`src/rtl/wspc_pkg.sv`:
```
// ----------------------------------------------------------------------------
// wspc_pkg
// Shared widths, codes and reset values of the two-wheel speed regulator.
// ----------------------------------------------------------------------------
package wspc_pkg;

  // Fixed point and datapath widths.
  localparam int unsigned FRAC_BITS = 12;
  localparam int unsigned NUM_W     = 40;
  localparam int unsigned DEN_W     = 16;
  localparam int unsigned GAIN_W    = 10;
  localparam int unsigned OPND_W    = 18;
  localparam int unsigned ACC_W     = 30;

  // Request codes carried in the input tuser.
  localparam logic [1:0] REQ_CAPTURE  = 2'd0;
  localparam logic [1:0] REQ_OVERFLOW = 2'd1;
  localparam logic [1:0] REQ_TICK     = 2'd2;

  // Configuration register indexes.
  localparam logic [2:0] REG_PROP_GAIN    = 3'd0;
  localparam logic [2:0] REG_INTEG_GAIN   = 3'd1;
  localparam logic [2:0] REG_SPEED_NUM    = 3'd2;
  localparam logic [2:0] REG_MAX_DUTY     = 3'd3;
  localparam logic [2:0] REG_MIN_TARGET   = 3'd4;
  localparam logic [2:0] REG_EN_TIMEOUT   = 3'd5;
  localparam logic [2:0] REG_SAFETY_LEVEL = 3'd6;
  localparam logic [2:0] REG_SAFETY_LIMIT = 3'd7;

  // Constants of the control law.
  localparam logic [15:0]        PERIOD_STOPPED     = 16'hFFFF;
  localparam logic [15:0]        SPEED_MAX          = 16'd32767;
  localparam logic signed [18:0] INTEG_LIMIT        = 19'sd40960;
  localparam int unsigned        MIN_PERIOD_DEFAULT = 200;

  // Reset values of the configuration registers.
  localparam logic [9:0]  PROP_GAIN_RST    = 10'd150;
  localparam logic [9:0]  INTEG_GAIN_RST   = 10'd220;
  localparam logic [39:0] SPEED_NUM_RST    = 40'd0;
  localparam logic [15:0] MAX_DUTY_RST     = 16'd999;
  localparam logic [14:0] MIN_TARGET_RST   = 15'd20;
  localparam logic [7:0]  EN_TIMEOUT_RST   = 8'd50;
  localparam logic [15:0] SAFETY_LEVEL_RST = 16'd600;
  localparam logic [7:0]  SAFETY_LIMIT_RST = 8'd50;

endpackage

```
`src/rtl/wspc_div.sv`:
```
// ----------------------------------------------------------------------------
// wspc_div
// Restoring divider, one quotient bit per cycle, for speed = numerator/period.
// ----------------------------------------------------------------------------
module wspc_div
  import wspc_pkg::*;
(
  input  logic             clk_i,
  input  logic             rst_ni,
  input  logic             start_i,
  input  logic [NUM_W-1:0] dividend_i,
  input  logic [DEN_W-1:0] divisor_i,
  output logic             done_o,
  output logic [NUM_W-1:0] quot_o
);

  localparam int unsigned CNT_W = $clog2(NUM_W);

  logic             busy_q;
  logic             done_q;
  logic [CNT_W-1:0] cnt_q;
  logic [DEN_W-1:0] rem_q;
  logic [DEN_W-1:0] den_q;
  logic [NUM_W-1:0] quot_q;
  logic [DEN_W:0]   shifted;
  logic             fits;

  // Trial subtraction of one step.
  assign shifted = {rem_q, quot_q[NUM_W-1]};
  assign fits    = shifted >= {1'b0, den_q};

  // Control: counts the steps and flags the last one.
  always_ff @(posedge clk_i or negedge rst_ni) begin
    if (!rst_ni) begin
      busy_q <= 1'b0;
      done_q <= 1'b0;
      cnt_q  <= '0;
    end else begin
      done_q <= 1'b0;
      if (start_i) begin
        busy_q <= 1'b1;
        cnt_q  <= '0;
      end else if (busy_q) begin
        cnt_q <= cnt_q + 1'b1;
        if (cnt_q == CNT_W'(NUM_W - 1)) begin
          busy_q <= 1'b0;
          done_q <= 1'b1;
        end
      end
    end
  end

  // Datapath: the dividend shifts out as the quotient shifts in.
  always_ff @(posedge clk_i) begin
    if (start_i) begin
      rem_q  <= '0;
      den_q  <= divisor_i;
      quot_q <= dividend_i;
    end else if (busy_q) begin
      rem_q  <= fits ? DEN_W'(shifted - {1'b0, den_q}) : shifted[DEN_W-1:0];
      quot_q <= {quot_q[NUM_W-2:0], fits};
    end
  end

  assign done_o = done_q;
  assign quot_o = quot_q;

endmodule

```
`src/rtl/wspc_mac.sv`:
```
// ----------------------------------------------------------------------------
// wspc_mac
// Shared multiply-accumulate unit for the two PI products.
// ----------------------------------------------------------------------------
module wspc_mac
  import wspc_pkg::*;
(
  input  logic                    clk_i,
  input  logic                    en_i,
  input  logic                    load_i,
  input  logic [GAIN_W-1:0]       gain_i,
  input  logic signed [OPND_W-1:0] opnd_i,
  output logic signed [ACC_W-1:0]  acc_o
);

  logic signed [ACC_W-1:0] acc_q;
  logic signed [ACC_W-1:0] prod;

  // Unsigned gain times signed operand, both widened to the sum width first.
  assign prod = ACC_W'($signed({1'b0, gain_i})) * ACC_W'(opnd_i);

  // Load starts a new sum; otherwise the product is added on.
  always_ff @(posedge clk_i) begin
    if (en_i) begin
      acc_q <= load_i ? prod : acc_q + prod;
    end
  end

  assign acc_o = acc_q;

endmodule

```
`src/rtl/wheel_speed_pi_controller.sv`:
```
// Timing: capture and overflow beats update state in the accept cycle.
// A control tick steps through CALC, MUL_P, MUL_I, CLAMP and FIN, with DIV ahead
// of CALC when the 40-step serial divider recomputes the speed; FIN waits on a stall.
// Throughput: no new beat while a tick is in progress; capture beats every cycle while idle.
// Reset clears the wheel state, sets the enable countdowns to their default and loads the register defaults at once.
// ----------------------------------------------------------------------------
// wheel_speed_pi_controller
// Two-wheel PI speed regulator with a clamped integrator, enable timeout and
// a high-duty safety counter, sequenced over a serial divider and one MAC.
// ----------------------------------------------------------------------------
module wheel_speed_pi_controller
  import wspc_pkg::*;
#(
  parameter int unsigned MinPeriod = MIN_PERIOD_DEFAULT
) (
  input  logic        clk_i,
  input  logic        rst_ni,
  // Input beats.
  input  logic        s_axis_tvalid,
  output logic        s_axis_tready,
  // tdata: encoder_count[15:0], capture_period[31:16], target_speed[47:32],
  // emergency_stop[48], zero pad[55:49].
  input  logic [55:0] s_axis_tdata,
  // tuser: req_type[1:0], wheel[2].
  input  logic [2:0]  s_axis_tuser,
  // Result beats.
  output logic        m_axis_tvalid,
  input  logic        m_axis_tready,
  // tdata: drive_duty[15:0], reverse[16], safety_flag[17],
  // measured_speed[33:18], zero pad[39:34].
  output logic [39:0] m_axis_tdata,
  // tuser: out_wheel[0].
  output logic [0:0]  m_axis_tuser,
  // Configuration port.
  input  logic        psel,
  input  logic        penable,
  input  logic        pwrite,
  input  logic [5:0]  paddr,
  input  logic [63:0] pwdata,
  output logic [63:0] prdata,
  output logic        pready
);

  typedef enum logic [2:0] {
    ST_IDLE,
    ST_DIV,
    ST_CALC,
    ST_MUL_P,
    ST_MUL_I,
    ST_CLAMP,
    ST_FIN
  } state_e;

  state_e state_q;

  // Configuration registers.
  logic [9:0]  prop_gain_q, integ_gain_q;
  logic [39:0] speed_num_q;
  logic [15:0] max_duty_q, safety_level_q;
  logic [14:0] min_target_q;
  logic [7:0]  en_timeout_q, safety_limit_q;

  // Per-wheel state.
  logic [15:0]        prev_enc_q   [2];
  logic               backward_q   [2];
  logic [15:0]        period_q     [2];
  logic [15:0]        speed_mag_q  [2];
  logic signed [17:0] integ_q      [2];
  logic [7:0]         countdown_q  [2];
  logic [8:0]         hd_count_q   [2];
  logic               safety_q;

  // Work registers of the tick in progress.
  logic               wheel_q;
  logic signed [15:0] target_q;
  logic               estop_q;
  logic signed [17:0] err_q;
  logic signed [17:0] integ_new_q;
  logic signed [16:0] speed_q;
  logic signed [ACC_W-1:0] duty_q;

  // Output register.
  logic        m_valid_q;
  logic        out_wheel_q;
  logic [15:0] out_duty_q;
  logic        out_rev_q;
  logic        out_safety_q;
  logic [15:0] out_speed_q;

  // Input fields.
  logic [1:0]  in_req;
  logic        in_wheel;
  logic [15:0] in_enc, in_per;
  logic signed [15:0] in_target;
  logic        in_estop;
  logic        in_accept;

  assign in_req    = s_axis_tuser[1:0];
  assign in_wheel  = s_axis_tuser[2];
  assign in_enc    = s_axis_tdata[15:0];
  assign in_per    = s_axis_tdata[31:16];
  assign in_target = $signed(s_axis_tdata[47:32]);
  assign in_estop  = s_axis_tdata[48];

  assign s_axis_tready = (state_q == ST_IDLE);
  assign in_accept     = s_axis_tvalid && s_axis_tready;

  // Direction from encoder movement with half-range wrap detection.
  logic [15:0] last_enc;
  logic        cap_back;
  always_comb begin
    last_enc = prev_enc_q[in_wheel];
    cap_back = 1'b0;
    if (last_enc < in_enc) begin
      cap_back = (in_enc - last_enc) > 16'd32767;
    end else if (last_enc > in_enc) begin
      cap_back = !((last_enc - in_enc) > 16'd32767);
    end
  end

  // A tick needs the divider when the stored period is in the usable range.
  logic [15:0] tick_per;
  logic        tick_div;
  assign tick_per = period_q[in_wheel];
  assign tick_div = (tick_per != PERIOD_STOPPED) && (tick_per > 16'(MinPeriod));

  // Serial divider.
  logic             div_start, div_done;
  logic [NUM_W-1:0] div_quot;
  assign div_start = in_accept && (in_req == REQ_TICK) && tick_div;

  wspc_div u_div (
    .clk_i      (clk_i),
    .rst_ni     (rst_ni),
    .start_i    (div_start),
    .dividend_i (speed_num_q),
    .divisor_i  (tick_per),
    .done_o     (div_done),
    .quot_o     (div_quot)
  );

  // Shared MAC: proportional product first, then the integral product.
  logic                     mac_en, mac_load;
  logic [GAIN_W-1:0]        mac_gain;
  logic signed [OPND_W-1:0] mac_opnd;
  logic signed [ACC_W-1:0]  mac_acc;
  assign mac_en   = (state_q == ST_MUL_P) || (state_q == ST_MUL_I);
  assign mac_load = (state_q == ST_MUL_P);
  assign mac_gain = mac_load ? prop_gain_q : integ_gain_q;
  assign mac_opnd = mac_load ? err_q : integ_new_q;

  wspc_mac u_mac (
    .clk_i  (clk_i),
    .en_i   (mac_en),
    .load_i (mac_load),
    .gain_i (mac_gain),
    .opnd_i (mac_opnd),
    .acc_o  (mac_acc)
  );

  // Speed, error and clamped integrator of the current wheel.
  logic [15:0]        cur_mag;
  logic signed [16:0] cur_speed;
  logic signed [17:0] cur_err;
  logic signed [18:0] integ_sum;
  logic signed [17:0] integ_clamp;
  logic [15:0]        target_abs;
  always_comb begin
    cur_mag   = speed_mag_q[wheel_q];
    cur_speed = backward_q[wheel_q] ? -$signed({1'b0, cur_mag}) : $signed({1'b0, cur_mag});
    cur_err   = 18'(target_q) - 18'(cur_speed);
    integ_sum = 19'(integ_q[wheel_q]) + 19'(cur_err);
    if (integ_sum > INTEG_LIMIT) begin
      integ_clamp = 18'(INTEG_LIMIT);
    end else if (integ_sum < -INTEG_LIMIT) begin
      integ_clamp = 18'(-INTEG_LIMIT);
    end else begin
      integ_clamp = integ_sum[17:0];
    end
    target_abs = target_q[15] ? 16'(-target_q) : target_q;
  end

  // Duty saturation and the kill condition.
  logic signed [ACC_W-1:0] duty_lim;
  logic signed [ACC_W-1:0] duty_sat;
  logic                    kill;
  always_comb begin
    duty_lim = $signed({2'b00, max_duty_q, {FRAC_BITS{1'b0}}});
    if (mac_acc > duty_lim) begin
      duty_sat = duty_lim;
    end else if (mac_acc < -duty_lim) begin
      duty_sat = -duty_lim;
    end else begin
      duty_sat = mac_acc;
    end
    kill = estop_q || (countdown_q[wheel_q] == 8'd0);
  end

  // Sign and magnitude of the final duty.
  logic                    fin_rev;
  logic [ACC_W-1:0]        duty_abs;
  logic [15:0]             fin_mag;
  logic                    fin_go;
  assign fin_rev  = duty_q[ACC_W-1];
  assign duty_abs = fin_rev ? ACC_W'(-duty_q) : ACC_W'(duty_q);
  assign fin_mag  = duty_abs[FRAC_BITS+15:FRAC_BITS];
  assign fin_go   = (state_q == ST_FIN) && (!m_valid_q || m_axis_tready);

  // Configuration port.
  logic cfg_wr;
  assign pready = 1'b1;
  assign cfg_wr = psel && penable && pwrite && pready;

  always_comb begin
    unique case (paddr[5:3])
      REG_PROP_GAIN:    prdata = 64'(prop_gain_q);
      REG_INTEG_GAIN:   prdata = 64'(integ_gain_q);
      REG_SPEED_NUM:    prdata = 64'(speed_num_q);
      REG_MAX_DUTY:     prdata = 64'(max_duty_q);
      REG_MIN_TARGET:   prdata = 64'(min_target_q);
      REG_EN_TIMEOUT:   prdata = 64'(en_timeout_q);
      REG_SAFETY_LEVEL: prdata = 64'(safety_level_q);
      REG_SAFETY_LIMIT: prdata = 64'(safety_limit_q);
      default:          prdata = '0;
    endcase
  end

  always_ff @(posedge clk_i or negedge rst_ni) begin
    if (!rst_ni) begin
      prop_gain_q    <= PROP_GAIN_RST;
      integ_gain_q   <= INTEG_GAIN_RST;
      speed_num_q    <= SPEED_NUM_RST;
      max_duty_q     <= MAX_DUTY_RST;
      min_target_q   <= MIN_TARGET_RST;
      en_timeout_q   <= EN_TIMEOUT_RST;
      safety_level_q <= SAFETY_LEVEL_RST;
      safety_limit_q <= SAFETY_LIMIT_RST;
    end else if (cfg_wr) begin
      unique case (paddr[5:3])
        REG_PROP_GAIN:    prop_gain_q    <= pwdata[9:0];
        REG_INTEG_GAIN:   integ_gain_q   <= pwdata[9:0];
        REG_SPEED_NUM:    speed_num_q    <= pwdata[39:0];
        REG_MAX_DUTY:     max_duty_q     <= pwdata[15:0];
        REG_MIN_TARGET:   min_target_q   <= pwdata[14:0];
        REG_EN_TIMEOUT:   en_timeout_q   <= pwdata[7:0];
        REG_SAFETY_LEVEL: safety_level_q <= pwdata[15:0];
        REG_SAFETY_LIMIT: safety_limit_q <= pwdata[7:0];
        default: ;
      endcase
    end
  end

  // Sequencer with wheel state and the output register.
  always_ff @(posedge clk_i or negedge rst_ni) begin
    if (!rst_ni) begin
      state_q   <= ST_IDLE;
      m_valid_q <= 1'b0;
      safety_q  <= 1'b0;
      for (int i = 0; i < 2; i++) begin
        prev_enc_q[i]  <= '0;
        backward_q[i]  <= 1'b0;
        period_q[i]    <= '0;
        speed_mag_q[i] <= '0;
        integ_q[i]     <= '0;
        countdown_q[i] <= EN_TIMEOUT_RST;
        hd_count_q[i]  <= '0;
      end
    end else begin
      // A new result beat takes over the register in the cycle it is loaded.
      if (m_valid_q && m_axis_tready && !fin_go) begin
        m_valid_q <= 1'b0;
      end
      unique case (state_q)
        ST_IDLE: begin
          if (in_accept) begin
            case (in_req)
              REQ_CAPTURE: begin
                prev_enc_q[in_wheel] <= in_enc;
                backward_q[in_wheel] <= cap_back ^ in_wheel;
                period_q[in_wheel]   <= in_per;
              end
              REQ_OVERFLOW: begin
                period_q[in_wheel] <= PERIOD_STOPPED;
              end
              REQ_TICK: begin
                if (tick_per == PERIOD_STOPPED) begin
                  speed_mag_q[in_wheel] <= '0;
                end
                state_q <= tick_div ? ST_DIV : ST_CALC;
              end
              default: ;
            endcase
          end
        end
        ST_DIV: begin
          if (div_done) begin
            speed_mag_q[wheel_q] <= (|div_quot[NUM_W-1:15]) ? SPEED_MAX
                                                             : 16'(div_quot[14:0]);
            state_q <= ST_CALC;
          end
        end
        ST_CALC: begin
          if (target_abs > {1'b0, min_target_q}) begin
            countdown_q[wheel_q] <= en_timeout_q;
          end else if (countdown_q[wheel_q] != 8'd0) begin
            countdown_q[wheel_q] <= countdown_q[wheel_q] - 8'd1;
          end
          state_q <= ST_MUL_P;
        end
        ST_MUL_P: begin
          state_q <= ST_MUL_I;
        end
        ST_MUL_I: begin
          state_q <= ST_CLAMP;
        end
        ST_CLAMP: begin
          integ_q[wheel_q] <= kill ? '0 : integ_new_q;
          state_q <= ST_FIN;
        end
        ST_FIN: begin
          if (fin_go) begin
            m_valid_q <= 1'b1;
            if (fin_mag < safety_level_q) begin
              hd_count_q[wheel_q] <= 9'd1;
              safety_q <= 1'b0;
            end else if (hd_count_q[wheel_q] > {1'b0, safety_limit_q}) begin
              safety_q <= 1'b1;
            end else begin
              hd_count_q[wheel_q] <= hd_count_q[wheel_q] + 9'd1;
              safety_q <= 1'b0;
            end
            state_q <= ST_IDLE;
          end
        end
        default: state_q <= ST_IDLE;
      endcase
    end
  end

  // Payload registers of the tick in progress.
  always_ff @(posedge clk_i) begin
    if (in_accept) begin
      wheel_q  <= in_wheel;
      target_q <= in_target;
      estop_q  <= in_estop;
    end
    if (state_q == ST_CALC) begin
      err_q       <= cur_err;
      integ_new_q <= integ_clamp;
      speed_q     <= cur_speed;
    end
    if (state_q == ST_CLAMP) begin
      duty_q <= kill ? '0 : duty_sat;
    end
    if (fin_go) begin
      out_wheel_q <= wheel_q;
      out_duty_q  <= fin_mag;
      out_rev_q   <= fin_rev;
      out_speed_q <= 16'(speed_q);
    end
  end

  // The flag of the result is the shared safety state after this tick.
  always_comb begin
    out_safety_q = safety_q;
  end

  assign m_axis_tvalid = m_valid_q;
  assign m_axis_tuser  = out_wheel_q;
  assign m_axis_tdata  = {6'b0, out_speed_q, out_safety_q, out_rev_q, out_duty_q};

endmodule

```
`config.mk`:
```
export PLATFORM = sky130hd
export DESIGN_NAME = wheel_speed_pi_controller
export DESIGN_NICKNAME = d
export VERILOG_FILES = /design/src/rtl/wspc_pkg.sv /design/src/rtl/wspc_div.sv /design/src/rtl/wspc_mac.sv /design/src/rtl/wheel_speed_pi_controller.sv
export SDC_FILE = /design/constraint.sdc
export NUM_CORES = 2
export LEC_CHECK = 0
export BUFFER_PORTS_ARGS = -buffer_cell sky130_fd_sc_hd__buf_4
export CAP_MARGIN = 30
export CORE_MARGIN = 3
export CORE_UTILIZATION = 40
export DETAILED_ROUTE_END_ITERATION = 8
export SETUP_SLACK_MARGIN = 0.3
export SLEW_MARGIN = 20
export SYNTH_ARGS = -nofsm -noshare
export SYNTH_HDL_FRONTEND = slang
export SYNTH_HIERARCHICAL = 1
export SYNTH_SLANG_ARGS = --single-unit
```
`constraint.sdc`:
```
create_clock -name clk_i -period 17.79 [get_ports clk_i]
set_clock_uncertainty 0.05 [all_clocks]
set_input_delay 3.558 -clock clk_i [delete_from_list [all_inputs] [get_ports clk_i]]
set_output_delay 3.558 -clock clk_i [all_outputs]
set_load 0.01 [all_outputs]
```
After elaboration in Yosys (flattened, before gate mapping)

Index checks and enable logic that the tools add are counted.

Bitwise gates (word level): 9
Equal/unequal tests: 24
Add/sub/neg operators: 13
Reductions and logical operators: 44
Multiply operators: 1
Shift operators: 0
Order comparisons: 17
Mux-type cells: 87
Div/mod/pow operators: 0

Operators by type and width:

| cell                                                 | number |
|---|---|
| case mux 64 bit (8 select lines)                     | 1 |
| 2-to-1 mux 16 bit                                    | 15 |
| 2-to-1 mux 18 bit                                    | 9 |
| 2-to-1 mux 32 bit                                    | 4 |
| case mux 32 bit (2 select lines)                     | 2 |
| bitwise mux 32 bit                                   | 3 |
| 2-to-1 mux 40 bit                                    | 2 |
| 2-to-1 mux 30 bit                                    | 2 |
| 2-to-1 mux 28 bit                                    | 2 |
| subtractor 16 bit                                    | 3 |
| bitwise mux 36 bit                                   | 1 |
| 2-to-1 mux 9 bit                                     | 4 |
| bitwise AND 32 bit                                   | 1 |
| bitwise mux 16 bit                                   | 2 |
| demux 16 bit (select 1 bit)                          | 2 |
| > comparator 16 x 15 -> 1 bit, second input constant | 2 |
| < comparator 16 bit                                  | 2 |
| 2-to-1 mux 8 bit                                     | 4 |
| inverter 32 bit                                      | 1 |
| OR 32 bit                                            | 1 |
| adder 30 bit                                         | 1 |
| > comparator 30 x 29 -> 1 bit                        | 1 |
| < comparator 30 bit                                  | 1 |
| negator 28 -> 30 bit                                 | 1 |
| other kinds (61)                                     | 128 |

Flip-flop bits (word level): 540
Bits in writable memories: 0
Input bits: 136
Word-level logic and storage cells: 240
Bits in latches: 0
Memory bits (read-only): 0
Memories kept: 0
Output and inout port bits: 108

Logic depth before layout (Yosys ltp)

Depth in word-level cells: 11
Depth in mapped cells: 39
Gate-level depth less buffers: 35

Modules after synthesis

Netlist, hierarchy kept.

By module, submodules not included:

| module                    | sequential area each (um^2) | cells each | instances | area each (um^2) |
|---|---|---|---|---|
| wheel_speed_pi_controller | 11444.7                     | 2435       | 1         | 24589.8 |
| wspc_mac                  | 900.9                       | 1100       | 1         | 9565.4 |
| wspc_div                  | 2202.1                      | 362        | 1         | 4259.1 |

Worst setup path before layout

No wires, ideal clock.

Kind: flip-flop to flip-flop
Start point: reg state_q[1]
End point: reg u_mac.acc_q[29], in the netlist u_mac/acc_o[29] (data pin)
Data required time: 17.484 ns
Period minus slack after synthesis: 8.805 ns
Cell stages (with the launch flop): 38
Slack: 8.985 ns
Arrival time: 8.498 ns
Buffers on the path: 4
Library setup time: 0.256 ns
Cells stage by stage: dfrtp_1 > clkbuf_1 > inv_1 > or3_1 > inv_1 > clkbuf_1 > nand2_1 > nand2_1 > clkbuf_1 > clkbuf_1 > nand2_1 > fa_1 > fa_1 > inv_1 > fa_1 > fa_1 > inv_1 > fa_1 > [... 2 more ...] > a21o_1 > a21o_1 > a21o_1 > a31o_2 > a21o_1 > a21oi_1 > o21ai_1 > xnor2_1 > ha_1 > nand4_1 > o221ai_1 > a21oi_1 > o31ai_2 > a211oi_2 > nor4_1 > o31a_1 > or3_1 > a22o_1

Longest elaborated chain between the ends: 5
Elaborated cells between the ends (all ways): 6
Classes of those cells: add/sub: 1; mul: 1; eq/ne: 1; mux: 3

RTL lines:

| what                           | RTL line                         | text |
|---|---|---|
| start, declared                | wheel_speed_pi_controller.sv:54  | `state_e state_q;` |
| start signal, assigned         | wheel_speed_pi_controller.sv:289 | `state_q <= tick_div ? ST_DIV : ST_CALC;` |
| == test 3 x 2 -> 1 bit *       | wheel_speed_pi_controller.sv:148 | `assign mac_load = (state_q == ST_MUL_P);` |
| 2-to-1 mux 10 bit *            | wheel_speed_pi_controller.sv:149 | `assign mac_gain = mac_load ? prop_gain_q : integ_gain_q;` |
| via mac_gain[4]                | wheel_speed_pi_controller.sv:144 | `logic [GAIN_W-1:0] mac_gain;` |
| multiplier 11 x 18 -> 29 bit * | wspc_mac.sv:20                   | `assign prod = ACC_W'($signed({1'b0, gain_i})) * ACC_W'(opnd_i);` |
| adder 30 bit                   | wspc_mac.sv:25                   | `acc_q <= load_i ? prod : acc_q + prod;` |
| 2-to-1 mux 30 bit *            | wspc_mac.sv:25                   |  |
| end signal, assigned           | wspc_mac.sv:25                   |  |
| end, declared                  | wspc_mac.sv:16                   | `logic signed [ACC_W-1:0] acc_q;` |

The timed path passes the listed nets; every way through them passes the cells marked *.
A chain may end at the register's enable or synchronous reset.

Final worst setup path

Ends and elaborated chain as after synthesis.

==> metrics.md <==
| Metric | Value |
|---|---|
| Crit path to | u_mac/acc_o[29] |
| Most used DFF post-synth | dfrtp_1 |
| Total vias in the final route | between 20000 and 30000 |
| Share of flip-flops with an asynchronous set or reset | 56.4% |
| Status | complete, no violations |
| Worst Reg-to-Reg Cells | 34 |
| Largest net degree at the start of global routing | 135 |
| Seq/Total Area, Yosys | 37.9% |
| Worst r2r src | state_q[1] |
| Final hold vios | 0 |
| Routed len/inst | 19.0 µm |
| Worst hold path class | reg -> reg |
| CTS max path bufs | 3 |
| Num rows | 113 |
| Die Y | 316 µm |
| DR pass1 iterations | 5 |
| First-pass GRT wire length | 159 mm |
| Synthesized area | 38400 µm² |
| Initial Util | 40.4% |
| RePlAce Congestion | 0.893 |
| Worst-path clk slew | 0.06 ns |
| IO Port Bufs | 178 |
| Die X | 316 µm |
| Post-synth cell types | about 110 |
| Via density | 5.30 |
| DRC | 0 |
| Arrival time at the worst endpoint | between 10 and 15 ns |
| Synth top area cells | dfrtp_1 (18%), edfxtp_1 (17%), fa_1 (8.7%), ha_1 (8.3%), mux2_2 (5.7%) |
| H-tree levels | 2 |
| NumNets Final | 4565 |
| Number of flops mapped to enable cells by yosys | 219 |
| Initial antenna violation count | 5 |
| Number of global-route vias before repair | 27800 |
| Commonest cells in the netlist | nand2_1 (467), inv_1 (388), dfrtp_1 (269), ha_1 (255), edfxtp_1 (219) |
| Period Utilization, post-route | 57.5% |
| CTS Root Cell | clkbuf_16 |
| Max Clk Rate | ~98 MHz |
| Fillcell total | 9064 |
| Core area | 95200 µm² |
| Slew headroom | 35.3% |
| Crit Reg-Reg Endpoint | u_mac/acc_o[29] |
| Startpoint Class | flip-flop |
| Unrepaired setup endpoints after global routing | no |
| Post-Synthesis Cells | 3897 |
| Setup TNS | 0 ns |
| Total track usage | about a fifth |
| Dominant cell type by area after synthesis | dfrtp_1 |
| YS warnings | 6 |
| Crit Path Max Fanout | 50 |
| Initial DRC count | 2067 |
| Most used cell, CP | fa_1 |
| Io pins | roughly 240 |
| Tightest Pin Transition | 0.970 ns |
| Final Max Tran Viols | 0 |
| Share of layout cells above drive strength 1 | 15.1% |
| Post-detail-place hpwl | 76.3 mm |
| Setup bufs post-CTS | 0 |
| Fin crit period | 10.23 ns |
| Setup CP Type | reg -> reg |
| Grt total ovfl | 0 |
| Clk Latency, worst-skew pair | 0.65 ns |
| Count leader, synth | nand2_1 |
| Wirelength, routed | between 100 and 150 mm |
| Crit. End Element | flip-flop |
| Share of the synthesized area in the top cell type | between 10% and 20% |
| Hold buffers post-CTS | 0 |
| Layout Area Growth over Synthesis | 11.9% |
| Max_cap viols | 0 |
| CTS buffer count | 61 |
| Post-DRT Antenna Nets | 0 |
| Post-cts gate resize count | 0 |
| Worst R2R Setup Slack | 7.56 ns |
| Mean post-synth cell area | slightly below 10 µm² |
| Synth Register Bits | 539 |
| Worst EP required | 18.13 ns |
| Clock sink total | 539 |
| Crit-path max cell delay | roughly 0.60 ns |
| Setup-failing EPs final | 0 |
| CTS tree | yes |
| Crit-path slowest cell | dfrtp_1 |
| Die area | 99800 µm² |
| Crit path launch | state_q[1] |
-- per-stage QoR --
step	worst slack (ns)	hold slack, ns	area (µm²)	instances	utilization [%]
after floorplan	8.99	0.350	38500	3926	-
after global placement	7.62	0.351	40800	5205	42.9
after detailed placement	7.59	0.356	40900	5207	43.0
after CTS	7.54	0.371	42900	5322	45.1
after global routing	6.88	0.376	43000	5325	45.2
final	7.56	0.369	43000	5326	45.2
-- logic make-up (layout without fill, tap and decap cells) --
group / Yosys count / count (layout) / share of synthesized area, %
other: 2 / 32 / 0.0195
multiplexers: 294 / 294 / 8.44
AO/OA/AOI/OAI: 762 / 762 / 12.7
AND/OR/NAND/NOR: 1131 / 1131 / 14.1
flip-flops: 539 / 539 / 37.9
adder cells (fa/ha/maj): 424 / 424 / 17.0
XOR/XNOR: 159 / 159 / 3.63
buffers and inverters: 586 / 720 / 6.16
-- sequential cells by signal, indices dropped and copies added, names as in the netlist, 18 cells and up --
register      count
u_div/quot_o     40
duty_q           29
speed_mag_q      32
err_q            18
prev_enc_q       32
speed_num_q      40
integ_q          36
period_q         32
u_mac/acc_o      30
hd_count_q       18
integ_new_q      18
-- final cells by class --
class / count / area (µm²) / share of cell area, %
antenna: 1 / 2.50 / 0.00582
clock buffer: 80 / 1660 / 3.86
clock inverter: 35 / 388 / 0.902
inverter: 394 / 1480 / 3.44
multi-input combinational: 2801 / 21700 / 50.5
sequential: 539 / 14500 / 33.8
tap: 1265 / 1580 / 3.68
timing repair buffer: 211 / 1640 / 3.81
-- worst max-delay path, delay by kind of cell (launching register included) --
family / cells / cell delay, ns
and+or+nand+nor: 10 / 2.56
DFF: 1 / 0.60
AOI/OAI and AO/OA: 10 / 1.92
xor gates and xnor gates: 1 / 0.18
buffers and inverters: 6 / 1.24
adders and majority gates: 7 / 3.38
-- metal layers --
layer / part of all wire [%] / global-route usage (%) / vias to the layer above
li1: - / - / 13600
met1: 48 / 29.7 / 13800
met2: 45 / 32.0 / 679
met3: 5.2 / 2.43 / 113
met4: 2.0 / 4.38 / 2
met5: 0.013 / 0 / -
-- placed cells by master (no fill, tap or decap), drive strengths merged, types with 39 or more instances in the layout --
| cell | n |
|---|---|
| a21o | 55 |
| a21oi | 164 |
| and2 | 150 |
| buf | 211 |
| clkbuf | 80 |
| dfrtp | 269 |
| edfxtp | 219 |
| fa | 166 |
| ha | 255 |
| inv | 398 |
| mux2 | 207 |
| mux2i | 84 |
| nand2 | 469 |
| nand3 | 39 |
| nor2 | 205 |
| nor3 | 43 |
| o21a | 46 |
| o21ai | 268 |
| xnor2 | 113 |
| xor2 | 46 |
-- how the worst min path moves through the flow --
stage               start        endpoint  slack, ns  cells after the start
3_5_place_dp   speed_q[8]  out_speed_q[8]       0.36                      0
4_1_cts        speed_q[5]  out_speed_q[5]       0.37                      0
5_1_grt        speed_q[6]  out_speed_q[6]       0.38                      0
3_3_place_gp   speed_q[8]  out_speed_q[8]       0.35                      0
2_1_floorplan  speed_q[0]  out_speed_q[0]       0.35                      0
6_report       speed_q[8]  out_speed_q[8]       0.37                      0
Power is not shown: default switching activity piles up to over one toggle a cycle in this logic, so the estimate is an artifact.
